## src/rtl/lbd_pkg.sv

```systemverilog
// Shared types and constants of the load-balancing dispatcher.
package lbd_pkg;

  // Fixed field widths of the stream items
  localparam int SID_W      = 7;
  localparam int RAND_W     = 7;
  localparam int RAND_SPAN  = 1 << RAND_W;
  localparam int LOAD_W     = 16;
  localparam int POLICY_W   = 3;
  localparam int IN_TDATA_W  = 24;
  localparam int OUT_TDATA_W = 24;
  localparam int OUT_PAD_W   = OUT_TDATA_W - SID_W - LOAD_W;

  // Command carried in tuser
  localparam logic CMD_DISPATCH = 1'b0;
  localparam logic CMD_COMPLETE = 1'b1;

  // Dispatch policy codes
  localparam logic [POLICY_W-1:0] POL_RANDOM   = 3'd0;
  localparam logic [POLICY_W-1:0] POL_SHORTEST = 3'd1;
  localparam logic [POLICY_W-1:0] POL_RR       = 3'd2;
  localparam logic [POLICY_W-1:0] POL_TWO_RAND = 3'd3;
  localparam logic [POLICY_W-1:0] POL_RR_RAND  = 3'd4;

  // Operations of the shared count unit
  typedef logic [1:0] alu_op_t;
  localparam alu_op_t ALU_LT  = 2'd0;
  localparam alu_op_t ALU_LE  = 2'd1;
  localparam alu_op_t ALU_INC = 2'd2;
  localparam alu_op_t ALU_DEC = 2'd3;

endpackage

```

## src/rtl/lbd_count_alu.sv

```systemverilog
// Shared adder for count compares and saturating increment and decrement.
module lbd_count_alu #(
  parameter int COUNT_BITS = 16
) (
  input  lbd_pkg::alu_op_t        op,
  input  logic [COUNT_BITS-1:0]   a,
  input  logic [COUNT_BITS-1:0]   b,
  output logic                    flag,
  output logic [COUNT_BITS-1:0]   result
);

  logic [COUNT_BITS-1:0] x;
  logic [COUNT_BITS-1:0] y;
  logic                  cin;
  logic [COUNT_BITS:0]   sum;

  always_comb begin
    case (op)
      lbd_pkg::ALU_LT: begin
        x   = a;
        y   = ~b;
        cin = 1'b1;
      end
      lbd_pkg::ALU_LE: begin
        x   = b;
        y   = ~a;
        cin = 1'b1;
      end
      lbd_pkg::ALU_INC: begin
        x   = a;
        y   = '0;
        cin = 1'b1;
      end
      lbd_pkg::ALU_DEC: begin
        x   = a;
        y   = '1;
        cin = 1'b0;
      end
      default: begin
        x   = a;
        y   = '0;
        cin = 1'b0;
      end
    endcase
  end

  assign sum = {1'b0, x} + {1'b0, y} + (COUNT_BITS + 1)'(cin);

  // LT: no carry means a < b. LE: carry means b >= a.
  // INC: carry means overflow, hold. DEC: no carry means zero, hold.
  always_comb begin
    case (op)
      lbd_pkg::ALU_LT:  flag = ~sum[COUNT_BITS];
      lbd_pkg::ALU_LE:  flag = sum[COUNT_BITS];
      default:          flag = sum[COUNT_BITS];
    endcase
    case (op)
      lbd_pkg::ALU_INC: result = sum[COUNT_BITS] ? a : sum[COUNT_BITS-1:0];
      lbd_pkg::ALU_DEC: result = sum[COUNT_BITS] ? sum[COUNT_BITS-1:0] : a;
      default:          result = sum[COUNT_BITS-1:0];
    endcase
  end

endmodule

```

## src/rtl/load_balancing_dispatcher_unit.sv

```systemverilog
// Top level of the load-balancing dispatcher: sequencer, count memory, ports.
//
//  channel   direction  signals                          item contents (low bit up)
//  s_axis    in         s_axis_tvalid/tready/tdata/tuser  tuser: cmd
//                                                        tdata: server_id, rand_a, rand_b
//  m_axis    out        m_axis_tvalid/tready/tdata       tdata: chosen_server, chosen_load
//  cfg       in         cfg_valid/cfg_ready/cfg_data     balancing policy code
//
// Each item runs through the sequencer states in order: RDA, RDB, then CMP for
// two candidates or SCAN over every server, then UPD, then EMIT for a dispatch; a
// completion with an out-of-range server is dropped in IDLE. The count memory has one read
// and one write port; the shortest-queue scan reads one count per cycle through it
// and the single shared adder does each compare and each count update.
// After reset a clearing pass writes zero to every count, while
// s_axis_tready stays low; cfg writes are taken throughout.
// A finished result waits in the output register; the block returns to ready once
// it is loaded there, so a stall on m_axis holds only the next dispatch's result.
module load_balancing_dispatcher_unit #(
  parameter int SERVERS    = 128,
  parameter int COUNT_BITS = 16
) (
  input  logic                               clk,
  input  logic                               rst,
  // Input items
  input  logic                               s_axis_tvalid,
  output logic                               s_axis_tready,
  input  logic [lbd_pkg::IN_TDATA_W-1:0]     s_axis_tdata,   // server_id, rand_a, rand_b
  input  logic                               s_axis_tuser,   // cmd
  // Result items
  output logic                               m_axis_tvalid,
  input  logic                               m_axis_tready,
  output logic [lbd_pkg::OUT_TDATA_W-1:0]    m_axis_tdata,   // chosen_server, chosen_load
  // Policy register write
  input  logic                               cfg_valid,
  output logic                               cfg_ready,
  input  logic [lbd_pkg::POLICY_W-1:0]       cfg_data        // policy code
);

  localparam int IDX_W = $clog2(SERVERS);

  // Sequencer states
  localparam logic [2:0] S_CLEAR = 3'd0;
  localparam logic [2:0] S_IDLE  = 3'd1;
  localparam logic [2:0] S_RDA   = 3'd2;
  localparam logic [2:0] S_RDB   = 3'd3;
  localparam logic [2:0] S_CMP   = 3'd4;
  localparam logic [2:0] S_SCAN  = 3'd5;
  localparam logic [2:0] S_UPD   = 3'd6;
  localparam logic [2:0] S_EMIT  = 3'd7;

  // Candidate modes
  localparam logic [1:0] M_SINGLE = 2'd0;
  localparam logic [1:0] M_PAIR   = 2'd1;
  localparam logic [1:0] M_SCAN   = 2'd2;

  // Random index reduced modulo SERVERS, worked out at elaboration
  typedef logic [lbd_pkg::RAND_SPAN-1:0][IDX_W-1:0] mod_tab_t;

  function automatic mod_tab_t build_mod_tab();
    mod_tab_t t;
    for (int i = 0; i < lbd_pkg::RAND_SPAN; i++) begin
      t[i] = IDX_W'(i % SERVERS);
    end
    return t;
  endfunction

  localparam mod_tab_t MOD_TAB = build_mod_tab();

  function automatic logic [IDX_W-1:0] wrap_inc(input logic [IDX_W-1:0] x);
    return (x == IDX_W'(SERVERS - 1)) ? '0 : x + IDX_W'(1);
  endfunction

  // Unpack the input item
  logic [lbd_pkg::SID_W-1:0]  in_sid;
  logic [lbd_pkg::RAND_W-1:0] in_ra;
  logic [lbd_pkg::RAND_W-1:0] in_rb;
  logic [IDX_W-1:0]           ra_m;
  logic [IDX_W-1:0]           rb_m;
  logic                       sid_ok;

  assign in_sid = s_axis_tdata[lbd_pkg::SID_W-1:0];
  assign in_ra  = s_axis_tdata[lbd_pkg::SID_W +: lbd_pkg::RAND_W];
  assign in_rb  = s_axis_tdata[lbd_pkg::SID_W + lbd_pkg::RAND_W +: lbd_pkg::RAND_W];
  assign ra_m   = MOD_TAB[in_ra];
  assign rb_m   = MOD_TAB[in_rb];
  assign sid_ok = ({{(32 - lbd_pkg::SID_W){1'b0}}, in_sid} < 32'(SERVERS));

  // Control registers
  logic [2:0]                  state;
  logic [2:0]                  state_next;
  logic [lbd_pkg::POLICY_W-1:0] policy;
  logic [IDX_W-1:0]            rr;
  logic                        out_valid;

  // Working registers
  logic                        cmd;
  logic [1:0]                  mode;
  logic [IDX_W-1:0]            cand_a;   // also the clearing address
  logic [IDX_W-1:0]            cand_b;   // also the scan index
  logic [IDX_W-1:0]            best_idx;
  logic [COUNT_BITS-1:0]       best_load;
  logic [lbd_pkg::SID_W-1:0]   out_server;
  logic [lbd_pkg::LOAD_W-1:0]  out_load;

  // Count memory
  logic [COUNT_BITS-1:0]       mem [SERVERS];
  logic [IDX_W-1:0]            rd_addr;
  logic [COUNT_BITS-1:0]       rd_data;
  logic                        mem_we;
  logic [IDX_W-1:0]            mem_waddr;
  logic [COUNT_BITS-1:0]       mem_wdata;

  // Shared count unit
  lbd_pkg::alu_op_t            alu_op;
  logic [COUNT_BITS-1:0]       alu_a;
  logic [COUNT_BITS-1:0]       alu_b;
  logic                        alu_flag;
  logic [COUNT_BITS-1:0]       alu_result;

  logic                        out_free;
  logic                        in_take;

  assign out_free      = ~out_valid | m_axis_tready;
  assign s_axis_tready = (state == S_IDLE);
  assign in_take       = s_axis_tvalid & s_axis_tready;
  assign cfg_ready     = 1'b1;

  lbd_count_alu #(
    .COUNT_BITS (COUNT_BITS)
  ) u_alu (
    .op     (alu_op),
    .a      (alu_a),
    .b      (alu_b),
    .flag   (alu_flag),
    .result (alu_result)
  );

  // Feed the shared unit: scan compare, pair compare, or count update
  always_comb begin
    case (state)
      S_SCAN: begin
        alu_op = lbd_pkg::ALU_LT;
        alu_a  = rd_data;
        alu_b  = best_load;
      end
      S_CMP: begin
        alu_op = lbd_pkg::ALU_LE;
        alu_a  = best_load;
        alu_b  = rd_data;
      end
      default: begin
        alu_op = (cmd == lbd_pkg::CMD_COMPLETE) ? lbd_pkg::ALU_DEC : lbd_pkg::ALU_INC;
        alu_a  = best_load;
        alu_b  = rd_data;
      end
    endcase
  end

  // Memory addressing
  always_comb begin
    case (state)
      S_RDB:   rd_addr = cand_b;
      S_SCAN:  rd_addr = wrap_inc(cand_b);
      default: rd_addr = cand_a;
    endcase
  end

  assign mem_we    = (state == S_CLEAR) | (state == S_UPD);
  assign mem_waddr = (state == S_CLEAR) ? cand_a : best_idx;
  assign mem_wdata = (state == S_CLEAR) ? '0 : alu_result;

  always_ff @(posedge clk) begin
    if (mem_we) begin
      mem[mem_waddr] <= mem_wdata;
    end
    rd_data <= mem[rd_addr];
  end

  // Sequencer next state
  always_comb begin
    state_next = state;
    case (state)
      S_CLEAR: begin
        if (cand_a == IDX_W'(SERVERS - 1)) begin
          state_next = S_IDLE;
        end
      end
      S_IDLE: begin
        if (in_take) begin
          if (s_axis_tuser == lbd_pkg::CMD_COMPLETE && !sid_ok) begin
            state_next = S_IDLE;
          end else begin
            state_next = S_RDA;
          end
        end
      end
      S_RDA: state_next = S_RDB;
      S_RDB: begin
        case (mode)
          M_PAIR:  state_next = S_CMP;
          M_SCAN:  state_next = S_SCAN;
          default: state_next = S_UPD;
        endcase
      end
      S_CMP: state_next = S_UPD;
      S_SCAN: begin
        if (cand_b == IDX_W'(SERVERS - 1)) begin
          state_next = S_UPD;
        end
      end
      S_UPD: begin
        state_next = (cmd == lbd_pkg::CMD_COMPLETE) ? S_IDLE : S_EMIT;
      end
      S_EMIT: begin
        if (out_free) begin
          state_next = S_IDLE;
        end
      end
      default: state_next = S_IDLE;
    endcase
  end

  // Control state
  always_ff @(posedge clk) begin
    if (rst) begin
      state     <= S_CLEAR;
      policy    <= lbd_pkg::POL_RANDOM;
      rr        <= '0;
      out_valid <= 1'b0;
    end else begin
      state <= state_next;
      if (cfg_valid) begin
        policy <= cfg_data;
      end
      // Advance the round-robin pointer on dispatches that draw from it
      if (in_take && s_axis_tuser == lbd_pkg::CMD_DISPATCH &&
          (policy == lbd_pkg::POL_RR || policy == lbd_pkg::POL_RR_RAND)) begin
        rr <= wrap_inc(rr);
      end
      if (state == S_EMIT && out_free) begin
        out_valid <= 1'b1;
      end else if (m_axis_tready) begin
        out_valid <= 1'b0;
      end
    end
  end

  // Clearing address; first candidate taken on acceptance
  always_ff @(posedge clk) begin
    if (rst) begin
      cand_a <= '0;
    end else if (state == S_CLEAR) begin
      cand_a <= wrap_inc(cand_a);
    end else if (in_take) begin
      if (s_axis_tuser == lbd_pkg::CMD_COMPLETE) begin
        cand_a <= IDX_W'(in_sid);
      end else begin
        case (policy)
          lbd_pkg::POL_SHORTEST: cand_a <= '0;
          lbd_pkg::POL_RR:       cand_a <= rr;
          lbd_pkg::POL_RR_RAND:  cand_a <= rr;
          default:               cand_a <= ra_m;
        endcase
      end
    end
  end

  // Working payload
  always_ff @(posedge clk) begin
    case (state)
      S_IDLE: begin
        if (in_take) begin
          cmd <= s_axis_tuser;
          if (s_axis_tuser == lbd_pkg::CMD_COMPLETE) begin
            mode <= M_SINGLE;
          end else begin
            case (policy)
              lbd_pkg::POL_SHORTEST: begin
                mode   <= M_SCAN;
                cand_b <= IDX_W'(1);
              end
              lbd_pkg::POL_TWO_RAND: begin
                mode   <= M_PAIR;
                cand_b <= (rb_m == ra_m) ? wrap_inc(rb_m) : rb_m;
              end
              lbd_pkg::POL_RR_RAND: begin
                mode   <= M_PAIR;
                cand_b <= (rb_m == rr) ? wrap_inc(rb_m) : rb_m;
              end
              default: begin
                mode <= M_SINGLE;
              end
            endcase
          end
        end
      end
      S_RDB: begin
        // Hold the first candidate as the current best
        best_idx  <= cand_a;
        best_load <= rd_data;
      end
      S_CMP: begin
        // First candidate wins ties
        if (!alu_flag) begin
          best_idx  <= cand_b;
          best_load <= rd_data;
        end
      end
      S_SCAN: begin
        // Strictly lower count replaces, so the lowest index wins ties
        if (alu_flag) begin
          best_idx  <= cand_b;
          best_load <= rd_data;
        end
        cand_b <= wrap_inc(cand_b);
      end
      S_EMIT: begin
        if (out_free) begin
          out_server <= lbd_pkg::SID_W'(best_idx);
          out_load   <= lbd_pkg::LOAD_W'(best_load);
        end
      end
      default: begin
      end
    endcase
  end

  assign m_axis_tvalid = out_valid;
  assign m_axis_tdata  = {{lbd_pkg::OUT_PAD_W{1'b0}}, out_load, out_server};

endmodule
```

## config.mk

```make
export PLATFORM = sky130hd
export DESIGN_NAME = load_balancing_dispatcher_unit
export DESIGN_NICKNAME = d
export VERILOG_FILES = /design/src/rtl/lbd_pkg.sv /design/src/rtl/lbd_count_alu.sv /design/src/rtl/load_balancing_dispatcher_unit.sv
export SDC_FILE = /design/constraint.sdc
export NUM_CORES = 2
export LEC_CHECK = 0
export BUFFER_PORTS_ARGS = -buffer_cell sky130_fd_sc_hd__buf_2
export CAP_MARGIN = 20
export CORE_MARGIN = 4
export CORE_UTILIZATION = 48
export DETAILED_ROUTE_END_ITERATION = 10
export GPL_TIMING_DRIVEN = 0
export PLACE_DENSITY = 0.66
export RECOVER_POWER = 100
export SKIP_LAST_GASP = 1
export SLEW_MARGIN = 30
export SYNTH_ARGS = -nofsm -noshare
export SYNTH_HDL_FRONTEND = slang
export SYNTH_SLANG_ARGS = --single-unit
```

## constraint.sdc

```tcl
create_clock -name clk -period 11.7 [get_ports clk]
set_input_delay 1.17 -clock clk [delete_from_list [all_inputs] [get_ports clk]]
set_output_delay 1.17 -clock clk [all_outputs]
set_load 0.05 [all_outputs]
```

==> flow_metrics.tcl <==
set metrics [dict create \
    number_of_cells_on_the_worst_hold_path 0 \
    syn-instance-count 6312 \
    timing.critical_path.from_type "flip-flop" \
    worstPathMaxFanout 17 \
    yosys_warnings 0 \
    core.rowCount 155 \
    slew_violations 1058 \
    first_pass_iters 6 \
    synthToLayoutAreaGrowth_pct 14.9 \
    gpl.final_weighted_congestion 1.10 \
    overflow 0 \
    setup.worst_path.end_class "flip-flop" \
    clkTransAtPathRegs_ns 0.06 \
    timing.clock.skew_ns 0.0652 \
    synthDominantAreaCellType "sky130_fd_sc_hd__edfxtp_1" \
    r2r.worst_path.cells 22 \
    worst_path_largest_cell_delay_ns 0.70 \
    power.density_cell_area_nw_per_um2 169 \
    fill_cells 14400 \
    ir_drop_v 0.000141 \
    path_delay_family "buffers and inverters" \
    htree_levels 4 \
    timing.critical_path.mode_cell "sky130_fd_sc_hd__clkbuf_1" \
    asyncSetResetFlopFracSynth_pct 0 \
    timing.max_cap.violations 69 \
    core_area_um2 178000 \
    synth.avg_cell_area_um2 13.6 \
    transition_time_of_the_tightest_slew_check_pin_ns 2.27 \
    dpl.hpwl_um 271000 \
    violated_checks "max-capacitance violations, max-slew violations" \
    final_min_period_over_clock_period_pct 81.0 \
    grt_first_pass_wirelength_um 500000 \
    cts_repair_resize_count 0 \
    groute.usage.overall_pct 40.4 \
    die_h_um 431 \
    required_ns 12.41 \
    max_clock_freq_mhz 105 \
    routed_wl_um 381000 \
    synth-seq-cells 2141 \
    post-synth-top-area-fraction_pct 73.5 \
    clock-root-buffer "sky130_fd_sc_hd__clkbuf_16" \
    via_per_inst 6.67 \
    arrival_ns 10.19 \
    drt_drc_violations_left 0 \
    synth_edf_count 2104 \
    holdCritPathClass "reg -> reg" \
    drt_first_iter_violations 10900 \
    mappedNetlistArea_um2 86000 \
    timing.critical_path.slowest_stage_cell "sky130_fd_sc_hd__clkbuf_1" \
    detail-route-antenna-nets 0 \
    grt_max_degree 61 \
    insertion_delay_ns 0.90 \
    cts_made_buffers 218 \
    ioPinCount 60 \
    totalNegativeSetupSlack_ns 0 \
    p_leak_uw 0.0339 \
    maxSlewHeadroom_pct -52.1 \
    result_of_the_run "finished with violations" \
    hold_violations 0 \
    syn_nets 6367 \
    post-layout-total-power_uw 16700 \
    finalSetupViolations 0 \
    cts_buffer_depth 3 \
    cts_hold_buf 0 \
    critPathKind "reg -> reg" \
    antenna_violations_before_repair 45 \
    drt-wirelength-per-cell_um 40.5 \
    critical_path_buf_inv_count 10 \
    port_buffers 53 \
    cts_tree "done" \
    synth_top_cells_by_area "sky130_fd_sc_hd__edfxtp_1 (73%), sky130_fd_sc_hd__nand2_1 (7.5%), sky130_fd_sc_hd__nand3_1 (3.6%)" \
    routed-via-count 62700 \
    synth_sequential_area_ratio_pct 74.3 \
    netlist-cell-type-count 79 \
    critical_path_cell_count 22 \
    post_route_cells_drive_above_1_share_pct 11.2 \
    grt_setup_unrepaired "false" \
    period_needed_ns 9.48 \
    synthFlopType "sky130_fd_sc_hd__edfxtp_1" \
    cts_setup_buffers 0 \
    width_of_the_chip_um 431 \
    initial_utilization_pct 48.3 \
    critical_path.cell_chain "clkbuf_1, clkbuf_1, nor2b_1, clkbuf_1, clkbuf_1, a21oi_1, fa_1, fa_1, a211oi_1, o21ai_0, a41o_1, a21o_1, a41o_1, o41ai_1, mux2i_1, clkbuf_1, a311oi_4, clkbuf_1, clkbuf_1, clkbuf_1, clkbuf_1, buf_6" \
    grt_pass1_vias 56700 \
    clock_sinks 2141 \
    finish.net_count 6862 \
    die_area_um2 186000 \
]
-- through the flow --
stage | utilization, % | hold slack, ns | cell area (µm²) | std cells | setup WS (ns)
floorplan | - | 0.408 | 86000 | 6312 | 0.607
global placement | 50.1 | 0.417 | 89200 | 8720 | -10.99
detailed placement | 53.3 | 0.422 | 95000 | 8941 | 4.26
CTS | 57.4 | 0.414 | 102000 | 9350 | 4.17
global route | 55.4 | 0.445 | 98800 | 9355 | 1.91
finish | 55.5 | 0.436 | 98900 | 9397 | 2.22
-- worst paths after layout --
kind | from | end | slack [ns]
setup / recovery | state[2] | mem[34][3] | 2.22
hold / removal | rd_data[9] | best_load[9] | 0.44
setup reg to reg | state[2] | mem[34][3] | 2.22
hold reg to reg | rd_data[9] | best_load[9] | 0.44
-- where the power goes --
part	leakage (µW)	switching [µW]	total [µW]	internal [µW]
clock network	0.00352	3110	7100	4000
logic	0.0106	970	1240	269
registers	0.0197	13.9	8340	8330
-- sequential cells by signal, summed over array words and instances (netlist names) --
signal         count
mem             2048
m_axis_tvalid      1
rr                 7
best_load         16
policy             3
rd_data           16
state              3
cand_a             7
best_idx           7
cmd                1
cand_b             7
out_server         7
out_load          16
mode               2
-- logic make-up after synthesis --
kind of cell / count (synthesis) / synth area share (%)
AO/OA/AOI/OAI: 565 / 4.75
XOR/XNOR: 38 / 0.387
adder cells (fa/ha/maj): 22 / 0.338
buffers and inverters: 410 / 2.73
flip-flops: 2141 / 74.3
multiplexers: 253 / 2.94
other: 2 / 0.00873
AND/OR/NAND/NOR: 2881 / 14.5
-- cell usage after synthesis (14+ instances only) --
cell type	number
sky130_fd_sc_hd__nor3_1	21
sky130_fd_sc_hd__nand2_1	1725
sky130_fd_sc_hd__and3_1	20
sky130_fd_sc_hd__edfxtp_1	2104
sky130_fd_sc_hd__o22ai_1	40
sky130_fd_sc_hd__a31oi_1	25
sky130_fd_sc_hd__xnor2_1	25
sky130_fd_sc_hd__o21ai_0	55
sky130_fd_sc_hd__ha_1	20
sky130_fd_sc_hd__clkbuf_1	123
sky130_fd_sc_hd__nand4_1	217
sky130_fd_sc_hd__mux2i_1	253
sky130_fd_sc_hd__nor2_1	197
sky130_fd_sc_hd__nand2b_1	16
sky130_fd_sc_hd__o21a_1	14
sky130_fd_sc_hd__buf_6	49
sky130_fd_sc_hd__a32oi_1	180
sky130_fd_sc_hd__nand3_1	613
sky130_fd_sc_hd__dfxtp_1	37
sky130_fd_sc_hd__o21ai_1	24
sky130_fd_sc_hd__nor4_1	27
sky130_fd_sc_hd__buf_4	56
sky130_fd_sc_hd__a221oi_1	24
sky130_fd_sc_hd__a21oi_1	106
sky130_fd_sc_hd__buf_2	155
-- layer usage --
metal | global-route usage, % | wire (µm)
met1 | 50.7 | 131000
met3 | 15.4 | 56200
met5 | 0 | 34
met4 | 31.7 | 37600
met2 | 56.2 | 156000
-- layout by cell type (no fill, tap or decap), drive strengths merged, types with 21 or more instances in the layout --
master | Yosys | layout
diode | 0 | 46
buf | 276 | 394
bufinv | 0 | 25
clkinv | 2 | 114
nand2 | 1725 | 1725
a31oi | 25 | 25
mux2i | 253 | 253
xnor2 | 25 | 25
dfxtp | 37 | 37
a221oi | 25 | 25
nand4 | 217 | 217
o22ai | 41 | 41
a32oi | 180 | 180
nand3 | 613 | 613
nor2 | 202 | 202
a21oi | 107 | 107
nor3 | 21 | 21
nor4 | 27 | 27
clkbuf | 124 | 537
edfxtp | 2104 | 2104
o21ai | 81 | 81
-- worst reg2reg max path: stages, from the launching register on --
cell	delay [ns]
sky130_fd_sc_hd__dfxtp_1	0.30
sky130_fd_sc_hd__clkbuf_1	0.29
sky130_fd_sc_hd__clkbuf_1	0.48
sky130_fd_sc_hd__nor2b_1	0.20
sky130_fd_sc_hd__clkbuf_1	0.29
sky130_fd_sc_hd__clkbuf_1	0.47
sky130_fd_sc_hd__a21oi_1	0.19
sky130_fd_sc_hd__fa_1	0.49
sky130_fd_sc_hd__fa_1	0.52
sky130_fd_sc_hd__a211oi_1	0.34
sky130_fd_sc_hd__o21ai_0	0.26
sky130_fd_sc_hd__a41o_1	0.32
sky130_fd_sc_hd__a21o_1	0.21
sky130_fd_sc_hd__a41o_1	0.26
sky130_fd_sc_hd__o41ai_1	0.65
sky130_fd_sc_hd__mux2i_1	0.40
sky130_fd_sc_hd__clkbuf_1	0.43
sky130_fd_sc_hd__a311oi_4	0.30
sky130_fd_sc_hd__clkbuf_1	0.60
sky130_fd_sc_hd__clkbuf_1	0.67
sky130_fd_sc_hd__clkbuf_1	0.71
sky130_fd_sc_hd__clkbuf_1	0.60
sky130_fd_sc_hd__buf_6	0.30
-- area by class of cell --
type / instances / area (µm²) / share of cell area, %
timing repair buffer: 275 / 2390 / 2.42
multi-input combinational: 3761 / 19900 / 20.1
clock buffer: 256 / 5600 / 5.66
clock inverter: 153 / 1650 / 1.67
inverter: 10 / 37.5 / 0.0380
tap: 2355 / 2950 / 2.98
antenna: 46 / 115 / 0.116
sequential: 2141 / 63900 / 64.7
buffer: 400 / 2340 / 2.37
Note: power is estimated with default switching activity, not from simulation.
